### src/sv/gbc_pkg.sv
// Types, constants and helper functions of the glyph bbox center core.
package gbc_pkg;

    localparam int MAX_SRC_DIM = 64;
    localparam int MAX_OUT_DIM = 64;

    localparam int CFG_W     = 7;
    localparam int CFG_IDX_W = 2;
    localparam int PIX_W     = 8;

    localparam int SRC_AW = $clog2(MAX_SRC_DIM);
    localparam int SRC_DW = $clog2(MAX_SRC_DIM + 1);
    localparam int OUT_AW = $clog2(MAX_OUT_DIM);
    localparam int OUT_DW = $clog2(MAX_OUT_DIM + 1);
    localparam int ADDR_W = $clog2(MAX_SRC_DIM * MAX_SRC_DIM);
    localparam int CW     = ((SRC_DW > OUT_DW) ? SRC_DW : OUT_DW) + 2;

    localparam logic [PIX_W-1:0] PIX_WHITE = 8'hFF;
    localparam logic [PIX_W-1:0] PIX_BLACK = 8'h00;

    localparam logic [CFG_W-1:0] RST_SRC_DIM = 7'd64;
    localparam logic [CFG_W-1:0] RST_OUT_DIM = 7'd20;

    typedef enum logic [CFG_IDX_W-1:0] {
        CFG_SRC_WIDTH,
        CFG_SRC_HEIGHT,
        CFG_OUT_WIDTH,
        CFG_OUT_HEIGHT
    } t_cfg_idx;

    typedef enum logic [1:0] {
        ST_IDLE,
        ST_OFFS,
        ST_ADDR,
        ST_DATA
    } t_rd_state;

    typedef logic signed [CW-1:0] t_sdim;

    typedef struct packed {
        logic             kind;
        logic [PIX_W-1:0] pixel_in;
    } t_in_word;

    typedef struct packed {
        logic [PIX_W-1:0] pixel_out;
        logic             last_out;
    } t_out_word;

    typedef struct packed {
        logic [SRC_DW-1:0] src_w;
        logic [SRC_DW-1:0] src_h;
        logic [OUT_DW-1:0] out_w;
        logic [OUT_DW-1:0] out_h;
    } t_dims;

    typedef struct packed {
        logic [SRC_DW-1:0] left;
        logic [SRC_AW-1:0] right;
        logic [SRC_DW-1:0] top;
        logic [SRC_AW-1:0] bottom;
        logic              found;
        logic              done;
    } t_box;

    function automatic logic [SRC_DW-1:0] clamp_src(input logic [CFG_W-1:0] v);
        logic [SRC_DW-1:0] r;
        if (v == '0) begin
            r = SRC_DW'(1);
        end else if (int'(v) > MAX_SRC_DIM) begin
            r = SRC_DW'(MAX_SRC_DIM);
        end else begin
            r = SRC_DW'(v);
        end
        return r;
    endfunction

    function automatic logic [OUT_DW-1:0] clamp_out(input logic [CFG_W-1:0] v);
        logic [OUT_DW-1:0] r;
        if (v == '0) begin
            r = OUT_DW'(1);
        end else if (int'(v) > MAX_OUT_DIM) begin
            r = OUT_DW'(MAX_OUT_DIM);
        end else begin
            r = OUT_DW'(v);
        end
        return r;
    endfunction

    function automatic logic [ADDR_W-1:0] addr_of(input logic [SRC_AW-1:0] row,
                                                  input logic [SRC_AW-1:0] col);
        return ADDR_W'(row) * ADDR_W'(MAX_SRC_DIM) + ADDR_W'(col);
    endfunction

endpackage

### src/sv/gbc_loader.sv
// Load side: raster counters, frame start and black-pixel bounding box.
module gbc_loader (
    input  logic                        i_clk,
    input  logic                        i_rst_n,
    input  logic                        i_load,
    input  logic [gbc_pkg::PIX_W-1:0]   i_pixel,
    input  gbc_pkg::t_dims              i_dims,
    output logic                        o_restart,
    output logic [gbc_pkg::ADDR_W-1:0]  o_waddr,
    output gbc_pkg::t_box               o_box
);

    logic [gbc_pkg::SRC_AW-1:0] r_col, n_col, r_row, n_row;
    gbc_pkg::t_box              r_box, n_box;
    logic                       w_start;
    logic [gbc_pkg::SRC_AW-1:0] w_col, w_row;

    always_comb begin
        w_start = i_load && r_box.done;
        w_col   = w_start ? '0 : r_col;
        w_row   = w_start ? '0 : r_row;
        n_box   = r_box;
        if (w_start) begin
            n_box.left   = i_dims.src_w;
            n_box.top    = i_dims.src_h;
            n_box.right  = '0;
            n_box.bottom = '0;
            n_box.found  = 1'b0;
            n_box.done   = 1'b0;
        end
        if (i_pixel == gbc_pkg::PIX_BLACK) begin
            if (!n_box.found) begin
                n_box.left   = gbc_pkg::SRC_DW'(w_col);
                n_box.right  = w_col;
                n_box.top    = gbc_pkg::SRC_DW'(w_row);
                n_box.bottom = w_row;
                n_box.found  = 1'b1;
            end else begin
                if (w_col < n_box.left)   n_box.left   = gbc_pkg::SRC_DW'(w_col);
                if (w_col > n_box.right)  n_box.right  = w_col;
                if (w_row < n_box.top)    n_box.top    = gbc_pkg::SRC_DW'(w_row);
                if (w_row > n_box.bottom) n_box.bottom = w_row;
            end
        end
        n_col = w_col + 1'b1;
        n_row = w_row;
        if (({1'b0, w_col} + 1'b1) >= i_dims.src_w) begin
            n_col = '0;
            if (({1'b0, w_row} + 1'b1) >= i_dims.src_h) begin
                n_row      = '0;
                n_box.done = 1'b1;
            end else begin
                n_row = w_row + 1'b1;
            end
        end
    end

    always_ff @(posedge i_clk) begin
        if (!i_rst_n) begin
            r_col        <= '0;
            r_row        <= '0;
            r_box.left   <= gbc_pkg::clamp_src(gbc_pkg::RST_SRC_DIM);
            r_box.top    <= gbc_pkg::clamp_src(gbc_pkg::RST_SRC_DIM);
            r_box.right  <= '0;
            r_box.bottom <= '0;
            r_box.found  <= 1'b0;
            r_box.done   <= 1'b0;
        end else if (i_load) begin
            r_col <= n_col;
            r_row <= n_row;
            r_box <= n_box;
        end
    end

    assign o_restart = w_start;
    assign o_waddr   = gbc_pkg::addr_of(w_row, w_col);
    assign o_box     = r_box;

endmodule

### config.mk
export PLATFORM = sky130hd
export DESIGN_NAME = gbc_loader
export DESIGN_NICKNAME = d
export VERILOG_FILES = /design/src/sv/gbc_pkg.sv /design/src/sv/gbc_loader.sv
export SDC_FILE = /design/constraint.sdc
export NUM_CORES = 1
export LEC_CHECK = 0
export BUFFER_PORTS_ARGS = -buffer_cell sky130_fd_sc_hd__buf_4
export CORE_UTILIZATION = 50
export DETAILED_ROUTE_END_ITERATION = 8
export PLACE_DENSITY = 0.75
export RECOVER_POWER = 50
export REMOVE_ABC_BUFFERS = 1
export SETUP_SLACK_MARGIN = 0.02
export SLEW_MARGIN = 20
export SYNTH_ARGS = -nofsm -noshare
export SYNTH_HDL_FRONTEND = slang
export SYNTH_SLANG_ARGS = --single-unit
### constraint.sdc
create_clock -name i_clk -period 3.42 [get_ports i_clk]
set_clock_uncertainty 0.2 [all_clocks]
set_input_delay 0.171 -clock i_clk [delete_from_list [all_inputs] [get_ports i_clk]]
set_output_delay 0.171 -clock i_clk [all_outputs]
set_load 0.01 [all_outputs]
==> impl_metrics.json <==
{
  "regArea_um2": 800.8,
  "fin_area_um2": 4170,
  "cts-root-buf": "clkbuf_8",
  "area_growth_pct": 17.69,
  "portBuffers": 65,
  "routabilityCongestion": 0.8861,
  "grt.total_usage": 0.2799,
  "fp.coreArea_um2": 6832,
  "die_w_um": 86.19,
  "synth.largest_area_cell": "dfxtp_1",
  "clock.fmax_ghz": 0.3143,
  "synth.most_common_cell": "nand2_1",
  "ir_drop_mv": 0.1348,
  "worstHoldStart": "i_load",
  "post-route-min-period_ps": 3182,
  "rsz0062_at_grt": "true",
  "period_share": 0.9303,
  "antennaDiodeCount": 0,
  "clock_path_buffers": 2,
  "route.detailed.drc": 0,
  "grtUsageMet2": 0.4408,
  "cp_max_fo": 12,
  "cp_data_arrival_time_ps": 3210,
  "dp_hpwl_um": 7528,
  "multi_input_area_um2": 2525,
  "endpoint_kind": "flop",
  "r2r_setup_slack_ps": 240,
  "maxCapViolCount": 0,
  "cts_max_level": 2,
  "ys_seq_area_frac": 0.2260,
  "run_status": "completed",
  "dr_total_vias": 3738,
  "cts_num_sinks": 40,
  "ant_nets": 0,
  "grt_pass1_vias": 3406,
  "worstSetupStartpoint": "o_box[0]$_SDFFE_PN0P_",
  "fin_nets": 589,
  "die_h_um": 86.19,
  "wl_um": 10300,
  "synth.avg_cell_area_um2": 7.771,
  "slew-limit-headroom": 0.4849,
  "dpl-instance-area_um2": 4144,
  "drt_first_iter_violations": 207,
  "grt_max_degree": 37,
  "synth_common_cells": "nand2_1 (55), dfxtp_1 (40), ha_1 (32)",
  "hp-class": "in -> reg",
  "antenna_found_initial": 0,
  "p_leak_uw": 0.001696,
  "syn-cell-area_um2": 3543,
  "hold_viol": 0,
  "reg2reg_from": "o_box[0]$_SDFFE_PN0P_",
  "met3_usage": 0.03905,
  "worstSetupPathType": "reg -> reg",
  "synthDistinctLibCells": 70,
  "ys_async_sr_fraction": 0,
  "drive_gt1_frac": 0.1541,
  "first_pass_iters": 5,
  "cts_tree": "done",
  "synth_edf_count": 0,
  "cts.reportedPaths.clkPinSlew_ps": 80,
  "grt_pass1_wl_um": 16570,
  "synthTopCellsByArea": "dfxtp_1 (23%), ha_1 (11%), nand2_1 (5.8%), a21oi_1 (3.4%), mux2i_1 (3.1%)",
  "power_density_nw_per_um2": 252.1,
  "synth_flop_cell": "dfxtp_1",
  "yosysTopAreaCellShare": 0.2260,
  "utilization": 0.6104,
  "wl_per_cell_um": 16.74,
  "post_cts_buffers": 0,
  "tightestPinTransition_ps": 764.6,
  "use_met1": 0.3962,
  "via_per_inst": 6.078,
  "clkLatencyLatePin_ps": 300,
  "gr-total-overflow": 0,
  "initial_core_util": 0.5187,
  "io_pins": 80,
  "start_kind": "flop",
  "cts_made_buffers": 5,
  "critical_path_required_ps": 3450,
  "drv_slew": 0,
  "syn_inst": 456,
  "grt.busiest_layer": "met2",
  "setup-violations-final": 0,
  "fillCellCount": 669,
  "ys_seq_elements": 40,
  "dieArea_um2": 7428,
  "rows": 30,
  "yosysWarnings": 0
}
-- registers in the layout (all words and copies together), names as in the netlist --
register	cells
r_row	6
r_col	6
o_box	28
-- routing by layer --
metal	vias up	part of all wire
li1	1803	-
met1	1763	0.47
met2	159	0.45
met3	13	0.067
met4	0	0.014
met5	-	0
-- layout by cell type, fill, tap and decap left out, types with 7 or more instances in the layout --
master and count:
a31oi_1 9, ha_1 32, inv_1 23, nor2_1 17, nand2b_1 16, nand3_1 18, buf_4 51, nand3b_1 7
clkbuf_1 31, nor3_1 9, mux2i_1 11, nand2_1 55, o22ai_1 7, dfxtp_1 40, a21o_1 9, a21oi_1 24
xor2_1 7, a221o_1 7, and3_1 8, o21ai_0 20, and2_1 11
-- stage by stage --
stage | power [uW] | instances | TNS [ps] | hold slack, ps | worst slack, ps
floorplan | 579.9 | 427 | -4298 | 71.21 | -432.6
global placement | 653.4 | 604 | 0 | 213.4 | 317.1
detailed placement | 658.7 | 604 | 0 | 214.3 | 235.1
CTS | 1057 | 615 | 0 | 8.699 | 201.7
global route | 1094 | 615 | 0 | 25.37 | 7.168
finish | 1051 | 615 | 0 | 24.01 | 238.3
-- logic make-up (layout without fill, tap and decap cells) --
kind of cell / after synthesis / after routing / share of synthesized area
flip-flops: 40 / 40 / 0.2260
multiplexers: 13 / 13 / 0.03743
XOR/XNOR: 11 / 11 / 0.02719
AND/OR/NAND/NOR: 173 / 173 / 0.2592
adder cells (fa/ha/maj): 33 / 33 / 0.1158
buffers and inverters: 53 / 116 / 0.06179
AO/OA/AOI/OAI: 133 / 133 / 0.2726
-- area by class of cell --
| class | instances | area share |
|---|---|---|
| inverters | 24 | 0.02190 |
| clock inverters | 2 | 0.008401 |
| repair buffers | 84 | 0.1260 |
| clock buffers | 6 | 0.01740 |
| multi-input cells | 363 | 0.6055 |
| flip-flops and latches | 40 | 0.1920 |
| well taps | 96 | 0.02880 |
-- timing repair --
item,4_1_cts,5_1_grt
resized for setup,0,2
endpoints found under the setup margin,0,3
hold endpoints to repair,3,0
hold buffers,3,0
-- report_power, final --
part	leakage (uW)	internal, uW	total (uW)	switching, uW
combinational	0.00132	74.5	173	98.2
sequential	0.000324	472	479	6.71
clock	0.0000552	217	400	183
total	0.00170	764	1050	288
-- final timing paths --
path,end,cells past startpoint
hold reg to reg,o_box[2]$_SDFFE_PN0P_,2
hold / removal,r_col[4]$_SDFFE_PN0P_,3
setup / recovery,r_row[4]$_SDFFE_PN0P_,13
setup reg to reg,r_row[4]$_SDFFE_PN0P_,13
-- critical path: stages, from the launching register on --
cell and delay, ps:
dfxtp_1 400, nand2_2 170, and2_1 250, ha_1 210
and3_1 180, xor2_1 160, ha_1 320, a21o_1 110
a21oi_1 60, o21ai_1 120, a21oi_1 100, buf_4 180
or4_1 470, a31oi_1 170
Power figures use the tool's default switching activity.
