--- config.mk ---
export PLATFORM = sky130hd
export DESIGN_NAME = gbc_reader
export DESIGN_NICKNAME = d
export VERILOG_FILES = /design/src/sv/gbc_pkg.sv /design/src/sv/gbc_reader.sv
export SDC_FILE = /design/constraint.sdc
export NUM_CORES = 1
export LEC_CHECK = 0
export BUFFER_PORTS_ARGS = -buffer_cell sky130_fd_sc_hd__buf_2
export CORE_MARGIN = 2
export CORE_UTILIZATION = 59
export CTS_CLUSTER_DIAMETER = 60
export DETAILED_ROUTE_END_ITERATION = 10
export GPL_TIMING_DRIVEN = 1
export PLACE_DENSITY = 0.89
export RECOVER_POWER = 25
export SETUP_SLACK_MARGIN = 0.4
export SLEW_MARGIN = 20
export SYNTH_ARGS = -nofsm -noshare
export SYNTH_HDL_FRONTEND = slang
export SYNTH_SLANG_ARGS = --single-unit
export TNS_END_PERCENT = 30
--- constraint.sdc ---
create_clock -name i_clk -period 6.1 [get_ports i_clk]
set_input_delay 0.305 -clock i_clk [delete_from_list [all_inputs] [get_ports i_clk]]
set_output_delay 0.305 -clock i_clk [all_outputs]
set_load 0.1 [all_outputs]
--- src/sv/gbc_pkg.sv ---
// Types, constants and helper functions of the glyph bbox center core.
package gbc_pkg;

    localparam int MAX_SRC_DIM = 64;
    localparam int MAX_OUT_DIM = 64;

    localparam int CFG_W     = 7;
    localparam int CFG_IDX_W = 2;
    localparam int PIX_W     = 8;

    localparam int SRC_AW = $clog2(MAX_SRC_DIM);
    localparam int SRC_DW = $clog2(MAX_SRC_DIM + 1);
    localparam int OUT_AW = $clog2(MAX_OUT_DIM);
    localparam int OUT_DW = $clog2(MAX_OUT_DIM + 1);
    localparam int ADDR_W = $clog2(MAX_SRC_DIM * MAX_SRC_DIM);
    localparam int CW     = ((SRC_DW > OUT_DW) ? SRC_DW : OUT_DW) + 2;

    localparam logic [PIX_W-1:0] PIX_WHITE = 8'hFF;
    localparam logic [PIX_W-1:0] PIX_BLACK = 8'h00;

    localparam logic [CFG_W-1:0] RST_SRC_DIM = 7'd64;
    localparam logic [CFG_W-1:0] RST_OUT_DIM = 7'd20;

    typedef enum logic [CFG_IDX_W-1:0] {
        CFG_SRC_WIDTH,
        CFG_SRC_HEIGHT,
        CFG_OUT_WIDTH,
        CFG_OUT_HEIGHT
    } t_cfg_idx;

    typedef enum logic [1:0] {
        ST_IDLE,
        ST_OFFS,
        ST_ADDR,
        ST_DATA
    } t_rd_state;

    typedef logic signed [CW-1:0] t_sdim;

    typedef struct packed {
        logic             kind;
        logic [PIX_W-1:0] pixel_in;
    } t_in_word;

    typedef struct packed {
        logic [PIX_W-1:0] pixel_out;
        logic             last_out;
    } t_out_word;

    typedef struct packed {
        logic [SRC_DW-1:0] src_w;
        logic [SRC_DW-1:0] src_h;
        logic [OUT_DW-1:0] out_w;
        logic [OUT_DW-1:0] out_h;
    } t_dims;

    typedef struct packed {
        logic [SRC_DW-1:0] left;
        logic [SRC_AW-1:0] right;
        logic [SRC_DW-1:0] top;
        logic [SRC_AW-1:0] bottom;
        logic              found;
        logic              done;
    } t_box;

    function automatic logic [SRC_DW-1:0] clamp_src(input logic [CFG_W-1:0] v);
        logic [SRC_DW-1:0] r;
        if (v == '0) begin
            r = SRC_DW'(1);
        end else if (int'(v) > MAX_SRC_DIM) begin
            r = SRC_DW'(MAX_SRC_DIM);
        end else begin
            r = SRC_DW'(v);
        end
        return r;
    endfunction

    function automatic logic [OUT_DW-1:0] clamp_out(input logic [CFG_W-1:0] v);
        logic [OUT_DW-1:0] r;
        if (v == '0) begin
            r = OUT_DW'(1);
        end else if (int'(v) > MAX_OUT_DIM) begin
            r = OUT_DW'(MAX_OUT_DIM);
        end else begin
            r = OUT_DW'(v);
        end
        return r;
    endfunction

    function automatic logic [ADDR_W-1:0] addr_of(input logic [SRC_AW-1:0] row,
                                                  input logic [SRC_AW-1:0] col);
        return ADDR_W'(row) * ADDR_W'(MAX_SRC_DIM) + ADDR_W'(col);
    endfunction

endpackage

--- src/sv/gbc_reader.sv ---
// Read side: output raster counters, placement, store read and output register.
module gbc_reader (
    input  logic                        i_clk,
    input  logic                        i_rst_n,
    input  logic                        i_rd,
    input  logic                        i_restart,
    input  gbc_pkg::t_dims              i_dims,
    input  gbc_pkg::t_box               i_box,
    output logic                        o_busy,
    output logic                        o_re,
    output logic [gbc_pkg::ADDR_W-1:0]  o_raddr,
    input  logic [gbc_pkg::PIX_W-1:0]   i_rdata,
    output logic                        o_out_valid,
    output gbc_pkg::t_out_word          o_out_data,
    input  logic                        i_out_stall
);

    gbc_pkg::t_rd_state r_state, n_state;

    logic [gbc_pkg::OUT_AW-1:0] r_rc, n_rc, r_rr, n_rr;
    logic [gbc_pkg::OUT_AW-1:0] r_rc_cap, r_rr_cap;
    logic                       w_last, r_last;
    gbc_pkg::t_sdim             w_dx, w_dy, w_nx, w_ny, w_offx, w_offy;
    gbc_pkg::t_sdim             r_dx, r_dy, r_offx, r_offy;
    gbc_pkg::t_sdim             w_i, w_j;
    logic                       r_box_ok, w_hit, r_hit;
    logic                       w_out_load;
    logic                       r_out_valid;
    gbc_pkg::t_out_word         r_out;
    logic [gbc_pkg::SRC_AW-1:0] w_sc, w_sr;

    // next raster position of the output image
    always_comb begin
        n_rc   = r_rc + 1'b1;
        n_rr   = r_rr;
        w_last = 1'b0;
        if (({1'b0, r_rc} + 1'b1) >= i_dims.out_w) begin
            n_rc = '0;
            if (({1'b0, r_rr} + 1'b1) >= i_dims.out_h) begin
                n_rr   = '0;
                w_last = 1'b1;
            end else begin
                n_rr = r_rr + 1'b1;
            end
        end
    end

    always_ff @(posedge i_clk) begin
        if (!i_rst_n) begin
            r_rc <= '0;
            r_rr <= '0;
        end else if (i_restart) begin
            r_rc <= '0;
            r_rr <= '0;
        end else if (i_rd) begin
            r_rc <= n_rc;
            r_rr <= n_rr;
        end
    end

    // placement offsets, truncated toward zero
    always_comb begin
        w_dx   = gbc_pkg::t_sdim'(i_box.right) - gbc_pkg::t_sdim'(i_box.left);
        w_dy   = gbc_pkg::t_sdim'(i_box.bottom) - gbc_pkg::t_sdim'(i_box.top);
        w_nx   = gbc_pkg::t_sdim'(i_dims.out_w) - w_dx;
        w_ny   = gbc_pkg::t_sdim'(i_dims.out_h) - w_dy;
        w_offx = (w_nx + gbc_pkg::t_sdim'(w_nx[gbc_pkg::CW-1])) >>> 1;
        w_offy = (w_ny + gbc_pkg::t_sdim'(w_ny[gbc_pkg::CW-1])) >>> 1;
    end

    always_comb begin
        w_i   = gbc_pkg::t_sdim'(r_rc_cap) - r_offx;
        w_j   = gbc_pkg::t_sdim'(r_rr_cap) - r_offy;
        w_hit = r_box_ok && !w_i[gbc_pkg::CW-1] && (w_i <= r_dx)
                         && !w_j[gbc_pkg::CW-1] && (w_j <= r_dy);
        w_sc  = gbc_pkg::SRC_AW'(i_box.left) + w_i[gbc_pkg::SRC_AW-1:0];
        w_sr  = gbc_pkg::SRC_AW'(i_box.top) + w_j[gbc_pkg::SRC_AW-1:0];
    end

    always_ff @(posedge i_clk) begin
        if (!i_rst_n) begin
            r_state <= gbc_pkg::ST_IDLE;
        end else begin
            r_state <= n_state;
        end
    end

    always_comb begin
        n_state    = r_state;
        w_out_load = 1'b0;
        unique case (r_state)
            gbc_pkg::ST_IDLE: begin
                if (i_rd) n_state = gbc_pkg::ST_OFFS;
            end
            gbc_pkg::ST_OFFS: begin
                n_state = gbc_pkg::ST_ADDR;
            end
            gbc_pkg::ST_ADDR: begin
                n_state = gbc_pkg::ST_DATA;
            end
            gbc_pkg::ST_DATA: begin
                if (!r_out_valid || !i_out_stall) begin
                    w_out_load = 1'b1;
                    n_state    = gbc_pkg::ST_IDLE;
                end
            end
            default: begin
                n_state = gbc_pkg::ST_IDLE;
            end
        endcase
    end

    always_ff @(posedge i_clk) begin
        if (i_rd) begin
            r_rc_cap <= r_rc;
            r_rr_cap <= r_rr;
            r_last   <= w_last;
        end
        if (r_state == gbc_pkg::ST_OFFS) begin
            r_dx     <= w_dx;
            r_dy     <= w_dy;
            r_offx   <= w_offx;
            r_offy   <= w_offy;
            r_box_ok <= i_box.done && i_box.found;
        end
        if (r_state == gbc_pkg::ST_ADDR) begin
            r_hit <= w_hit;
        end
        if (w_out_load) begin
            r_out.pixel_out <= r_hit ? i_rdata : gbc_pkg::PIX_WHITE;
            r_out.last_out  <= r_last;
        end
    end

    always_ff @(posedge i_clk) begin
        if (!i_rst_n) begin
            r_out_valid <= 1'b0;
        end else if (w_out_load) begin
            r_out_valid <= 1'b1;
        end else if (!i_out_stall) begin
            r_out_valid <= 1'b0;
        end
    end

    assign o_busy      = (r_state != gbc_pkg::ST_IDLE);
    assign o_re        = (r_state == gbc_pkg::ST_ADDR) && w_hit;
    assign o_raddr     = gbc_pkg::addr_of(w_sr, w_sc);
    assign o_out_valid = r_out_valid;
    assign o_out_data  = r_out;

endmodule

==> impl_metrics.tcl, run 1 <==
set metrics [dict create \
    status "complete, no violations" \
    yosys_register_bits 71 \
    nFillCells 769 \
    path_clk_slew_ns 0.07 \
    cap_violations 0 \
    rrSetupSlack_ns 2.62 \
    cts_setup_buffers 0 \
    hp-class "in2reg" \
    vdd_ir_drop_max_v 0.000702 \
    via_per_inst 5.87 \
    hp-start "i_rst_n" \
    overflow 0 \
    whs_endpoint "r_state[0]$_SDFFE_PN0P_" \
    tightest_slew_ns 0.926 \
    reg2reg_from "r_rc_cap[1]$_DFFE_PP_" \
    wl_per_cell_microns 15.9 \
    synth_warnings 0 \
    die_w_microns 107 \
    nets 918 \
    grt_pass1_wl_mm 22.8 \
    coreArea_sq_mm 0.0103 \
    diodes 0 \
    die_y_microns 107 \
    hold_viol_final 0 \
    setup_viol 0 \
    dieArea_sq_mm 0.0115 \
    drive_gt1_share_pct 14.0 \
    grt_max_degree 34 \
    drc 0 \
    endpoint_kind "register" \
    tns_ns 0 \
    p_leak_uw 0.00328 \
    synthArstFlopShare_pct 0 \
    syn2layout_area_growth_pct 11.2 \
    synth_area_per_cell_sq_um 9.38 \
    ant_nets 0 \
    regArea_sq_mm 0.00198 \
    io_pins 93 \
    worstSkewPairLatency_ns 0.35 \
    power_uw 3380 \
    rsz0062_at_grt "false" \
    pre_cts_slack_ns 1.11 \
    cts_max_level 3 \
    dp_cells 875 \
    num_vias 5233 \
    crit_path_max_fanout 11 \
    initial_core_util_pct 60.8 \
    numCtsBuffers 9 \
    rows 37 \
    cts_tree "built" \
    syn-num-nets 837 \
    finalWorstSetupSlack_ns 1.34 \
    pwr_density_cell_mw_per_mm2 484 \
    critical_path_required_ns 6.17 \
    cts_root_buf "clkbuf_8" \
    first_global_vias 5064 \
    yosysSeqAreaShare_pct 31.6 \
    relSlewSlack_pct 38.2 \
    firstDrtPassIters 5 \
    crit_arrival_ns 4.83 \
    fin_skew_ns 0.0133 \
    hold_path_depth 3 \
    clock_sinks 71 \
    synth_cells 669 \
    whs_ns 0.205 \
    drt_wl_total_mm 14.2 \
    synth_cell_types 68 \
    fmax_mhz 210 \
    ff2ff_path_depth 15 \
    numPortBuffers 78 \
    cts_hold_buf 0 \
    worstSetupStartpointType "primary input" \
    multi_input_area_sq_mm 0.00387 \
    drt-initial-drc-count 372 \
    dp_hpwl_mm 11.0 \
    layoutNonFillerInstCount 891 \
    cts_buffer_depth 2 \
    cts_resized 0 \
    timing.rr.end "r_hit$_DFFE_PP_" \
    syn_area_sq_mm 0.00628 \
    synth_edf_count 56 \
    crit_type "in2reg" \
    synth_ff_type "edfxtp_1" \
    track_usage_pct 25.0 \
    timing.final.crit_share_pct 78.1 \
    period_minus_slack_ns 4.76 \
    finalMaxSlewViolations 0 \
    antenna_found_initial 0 \
    gp_congestion 0.892 \
]
critical path: stages:
cell      delay (ns)
buf_2           0.09
inv_1           0.04
ha_1            0.20
inv_1           0.07
fa_1            0.41
a21o_1          0.21
a21oi_1         0.25
o21bai_1        0.09
a21oi_1         0.18
xor2_1          0.23
inv_1           0.07
ha_1            0.34
o21ai_0         0.10
o22ai_1         0.19
nor3_4          0.49
ha_1            0.31
nor2b_1         0.12
nor3_1          0.17
or3b_1          0.40
o41ai_1         0.40
xor2_1          0.14
routing by layer:
layer  share of wire, %  vias to the layer above  GRT usage [%]
met4                1.5                        0           6.68
met2                 50                      182           44.4
met1                 41                     2478           31.4
li1                   -                     2544              -
met3                7.0                       29           4.19
met5                  0                        -              0
worst max path at each step:
stage	from	end	slack, ns	depth (start not counted)
6_report	i_box[2]	r_offy[4]$_DFFE_PN_	1.34	21
4_1_cts	i_box[2]	r_offy[4]$_DFFE_PN_	1.35	21
3_5_place_dp	i_box[2]	r_offy[4]$_DFFE_PN_	1.11	21
3_3_place_gp	i_box[2]	r_offy[4]$_DFFE_PN_	1.33	21
5_1_grt	i_box[8]	r_offy[4]$_DFFE_PN_	1.02	19
2_1_floorplan	r_offx[1]$_DFFE_PN_	o_re	0.76	16
sequential cells by signal (all words and copies together) (netlist names), 2 cells and up:
signal / count
o_out_data: 9
r_dx: 8
r_dy: 8
r_offx: 8
r_offy: 8
r_rc: 6
r_rc_cap: 6
r_rr: 6
r_rr_cap: 6
r_state: 2
cells by family (layout without fill, tap and decap cells):
kind of cell / Yosys count / count (layout) / share of synthesized area (%)
simple gates: 168 / 168 / 14.3
buf+inv: 110 / 196 / 6.78
fa+ha+maj: 101 / 101 / 21.3
flops: 71 / 71 / 31.6
compound gates: 160 / 160 / 17.7
xor+xnor: 56 / 56 / 7.93
mux: 3 / 3 / 0.478
power by group:
| part | switching (uW) | total (uW) | leakage (uW) | internal, uW |
|---|---|---|---|---|
| logic | 1690 | 2310 | 0.00253 | 625 |
| clock network | 172 | 357 | 0.0000945 | 186 |
| registers | 44.7 | 710 | 0.000655 | 665 |
cell usage in the layout, fill, tap and decap left out, drive strengths merged, types with 24 or more instances in the layout:
| cell type | n |
|---|---|
| o21ai | 33 |
| xnor2 | 32 |
| a21o | 24 |
| xor2 | 24 |
| ha | 89 |
| edfxtp | 56 |
| inv | 100 |
| a21oi | 33 |
| buf | 77 |
| nor2 | 42 |
| nand2b | 25 |
through the flow:
step,area (sq um),util [%]
floorplan,6280,-
global placement,6800,65.9
detailed placement,6800,65.9
CTS,6980,67.7
global route,6980,67.6
finish,6980,67.6
cell type report:
type	count	share of cell area [%]
clock buffers	11	1.88
clock inverters	5	0.699
inverters	100	5.38
multi-input cells	488	55.5
flip-flops and latches	71	28.4
well taps	136	2.44
repair buffers	80	5.75
Yosys cell counts (all sizes together) (3+ instances only):
| cell | instances | area (sq um) |
|---|---|---|
| nand3 | 16 | 80.1 |
| o21ai | 33 | 165 |
| o41ai | 3 | 26.3 |
| or4 | 3 | 22.5 |
| nor2b | 13 | 81.3 |
| ha | 89 | 1110 |
| fa | 10 | 200 |
| a31oi | 4 | 25.0 |
| or2 | 5 | 33.8 |
| a21o | 24 | 180 |
| nor3b | 3 | 22.5 |
| xnor2 | 32 | 288 |
| and2 | 5 | 31.3 |
| o211ai | 6 | 45.0 |
| nor4 | 3 | 18.8 |
| buf | 5 | 30.0 |
| a32o | 8 | 80.1 |
| and3 | 4 | 25.0 |
| edfxtp | 56 | 1680 |
| a211oi | 9 | 72.6 |
| nand2 | 21 | 78.8 |
| xor2 | 24 | 210 |
| nand2b | 25 | 156 |
| dfxtp | 15 | 300 |
| nand4 | 7 | 43.8 |
| a311oi | 4 | 35.0 |
| inv | 100 | 375 |
| nor2 | 42 | 158 |
| o21bai | 7 | 52.6 |
| mux2i | 3 | 30.0 |
| a21oi | 33 | 173 |
| clkbuf | 5 | 20.0 |
| o21a | 10 | 75.1 |
| nor3 | 12 | 71.3 |
(Power assumes the default switching activity.)
==> run 2: changes to the inputs <==
- CORE_UTILIZATION: 59 -> 53
- PLACE_DENSITY: 0.89 -> 0.85
- clock period: 6.1 -> 4.1 ns (I/O delays scaled with it)
==> run 2 against run 1 <==
Against the previous run: worst hold slack worse by 0.073 ns; sequential power is 48% higher; first-iteration DRC count is 0.81% lower; setup slack worse by 1.1 ns; final cell count is 3.1% higher; combinational power is 55% higher; global-route usage is 1.8 points lower; routed wire length is 3.0% higher; utilization is 3.2 points lower; largest power group unchanged.
==> impl_metrics.tcl, run 2 (synthesized netlist as in run 1, its figures left out) <==
set metrics [dict create \
    status "complete, no violations" \
    num_vias 5273 \
    overflow 0 \
    finalMaxSlewViolations 0 \
    wl_per_cell_microns 15.9 \
    relSlewSlack_pct 39.8 \
    drive_gt1_share_pct 19.8 \
    cts_tree "built" \
    firstDrtPassIters 5 \
    cts_max_level 3 \
    crit_type "reg2out" \
    timing.final.crit_share_pct 95.1 \
    worstSkewPairLatency_ns 0.33 \
    numPortBuffers 78 \
    critPathCapture "o_re" \
    antenna_found_initial 0 \
    crit_arrival_ns 3.70 \
    hold_viol_final 0 \
    period_minus_slack_ns 3.90 \
    hold_path_depth 2 \
    crit_path_max_fanout 2 \
    syn2layout_area_growth_pct 17.7 \
    numCtsBuffers 9 \
    rows 39 \
    first_global_vias 5291 \
    cts_root_buf "clkbuf_16" \
    fin_skew_ns 0.00591 \
    track_usage_pct 23.2 \
    vdd_ir_drop_max_v 0.000772 \
    hp-class "in2reg" \
    clock_sinks 71 \
    ant_nets 0 \
    timing.rr.end "r_hit$_DFFE_PP_" \
    reg2reg_from "r_offy[1]$_DFFE_PN_" \
    largest_reg_flops 9 \
    whs_ns 0.132 \
    drc 0 \
    critical_path_required_ns 3.89 \
    dp_hpwl_mm 11.7 \
    grt_pass1_wl_mm 24.1 \
    initial_core_util_pct 54.8 \
    cts_buffer_depth 2 \
    endpoint_kind "output pin" \
    final_cell_mix "94 x inv_1, 86 x ha_1, 75 x buf_2" \
    p_leak_uw 0.00345 \
    mostFrequentLayoutCell "inv_1" \
    final_area_sq_mm 0.00739 \
    drt-initial-drc-count 369 \
    drt_wl_total_mm 14.6 \
    via_per_inst 5.74 \
    ff2ff_path_depth 15 \
    path_clk_slew_ns 0.05 \
    nets 940 \
    io_pins 93 \
    die_w_microns 113 \
    cap_violations 0 \
    die_y_microns 113 \
    setup_viol 0 \
    tns_ns 0 \
    gp_congestion 0.905 \
    rsz0062_at_grt "true" \
    coreArea_sq_mm 0.0115 \
    cp-startpoint "r_rc_cap[1]$_DFFE_PP_" \
    dpl-instance-area_sq_mm 0.00699 \
    rrSetupSlack_ns 0.90 \
    fmax_mhz 256 \
    utilization_pct 64.4 \
    worstSetupStartpointType "register" \
    dieArea_sq_mm 0.0127 \
    pwr_density_cell_mw_per_mm2 720 \
    diodes 0 \
    tightest_slew_ns 0.902 \
    grt_max_degree 34 \
]
## run 2: cell types whose count changed in the layout (fill, tap and decap cells not counted), moves of 3 or more
cell       before  now
clkbuf_16       0    9
ha_1           89   86
buf_4           2   24
clkbuf_8        9    0
fa_1           10    7
fa_2            0    3
o21ai_0        27   20
a21oi_2         2    8
clkbuf_1        5    2
a21oi_1        31   25
o21ai_1         6   12
inv_1          97   94
## run 2: how the worst min path moves through the flow
stage | startpoint | to
after floorplan | i_rd | r_last$_SDFFCE_PN0P_
after global placement | i_rst_n | r_state[0]$_SDFFE_PN0P_
after detailed placement | i_rst_n | o_out_valid$_SDFFE_PN0P_
after CTS | i_rdata[0] | o_out_data[1]$_SDFFCE_PN1P_
after global routing | i_rdata[3] | o_out_data[4]$_SDFFCE_PN1P_
final | i_rdata[0] | o_out_data[1]$_SDFFCE_PN1P_
## run 2: layout make-up
class	count	area [sq um]
Clock buffer	9	225
Clock inverter	6	28.8
Fill cell	872	4080
Inverter	100	388
Multi-Input combinational cell	488	4000
Sequential cell	71	1980
Tap cell	143	179
Timing Repair Buffer	102	583
## run 2: stage by stage
stage          worst slack [ns]  cells  power [uW]
2_1_floorplan             0.108    669        3880
3_3_place_gp             0.0440    893        4390
3_5_place_dp             -0.112    893        4530
4_1_cts                   0.235    915        5280
5_1_grt                  0.0288    919        5640
6_report                  0.200    919        5320
## run 2: power by group
group / switching (uW) / total [uW] / internal [uW]
registers: 63.1 / 1050 / 991
logic: 2560 / 3590 / 1040
clock network: 276 / 672 / 396
total: 2900 / 5320 / 2420
## run 2: timing repair
| action | CTS | global route |
|---|---|---|
| setup buffers | 7 | 4 |
| gates resized for setup | 9 | 12 |
| cloned | 0 | 0 |
| endpoints found under the hold margin | 0 | 0 |
| pin swaps | 13 | 11 |
| endpoints found under the setup margin | 4 | 14 |
| hold buffers | 0 | 0 |
## run 2: worst max-delay path: stages (launching register included)
cell	delay (ns)
edfxtp_1	0.41
ha_1	0.29
nor2b_1	0.14
o21ai_1	0.12
nand2b_1	0.09
a21o_1	0.16
a21o_1	0.17
buf_4	0.13
xor2_1	0.16
ha_1	0.31
nand4_1	0.09
o21ai_1	0.18
buf_4	0.14
a211oi_2	0.03
or4_4	0.50
nor3b_4	0.23
buf_12	0.20
## run 2: routing by layer
layer / GRT usage [%] / vias to the layer above / part of all wire (%)
li1: - / 2578 / -
met1: 29.1 / 2484 / 42
met2: 40.3 / 183 / 50
met3: 5.25 / 28 / 6.6
met4: 6.26 / 0 / 1.6
met5: 0 / - / 0
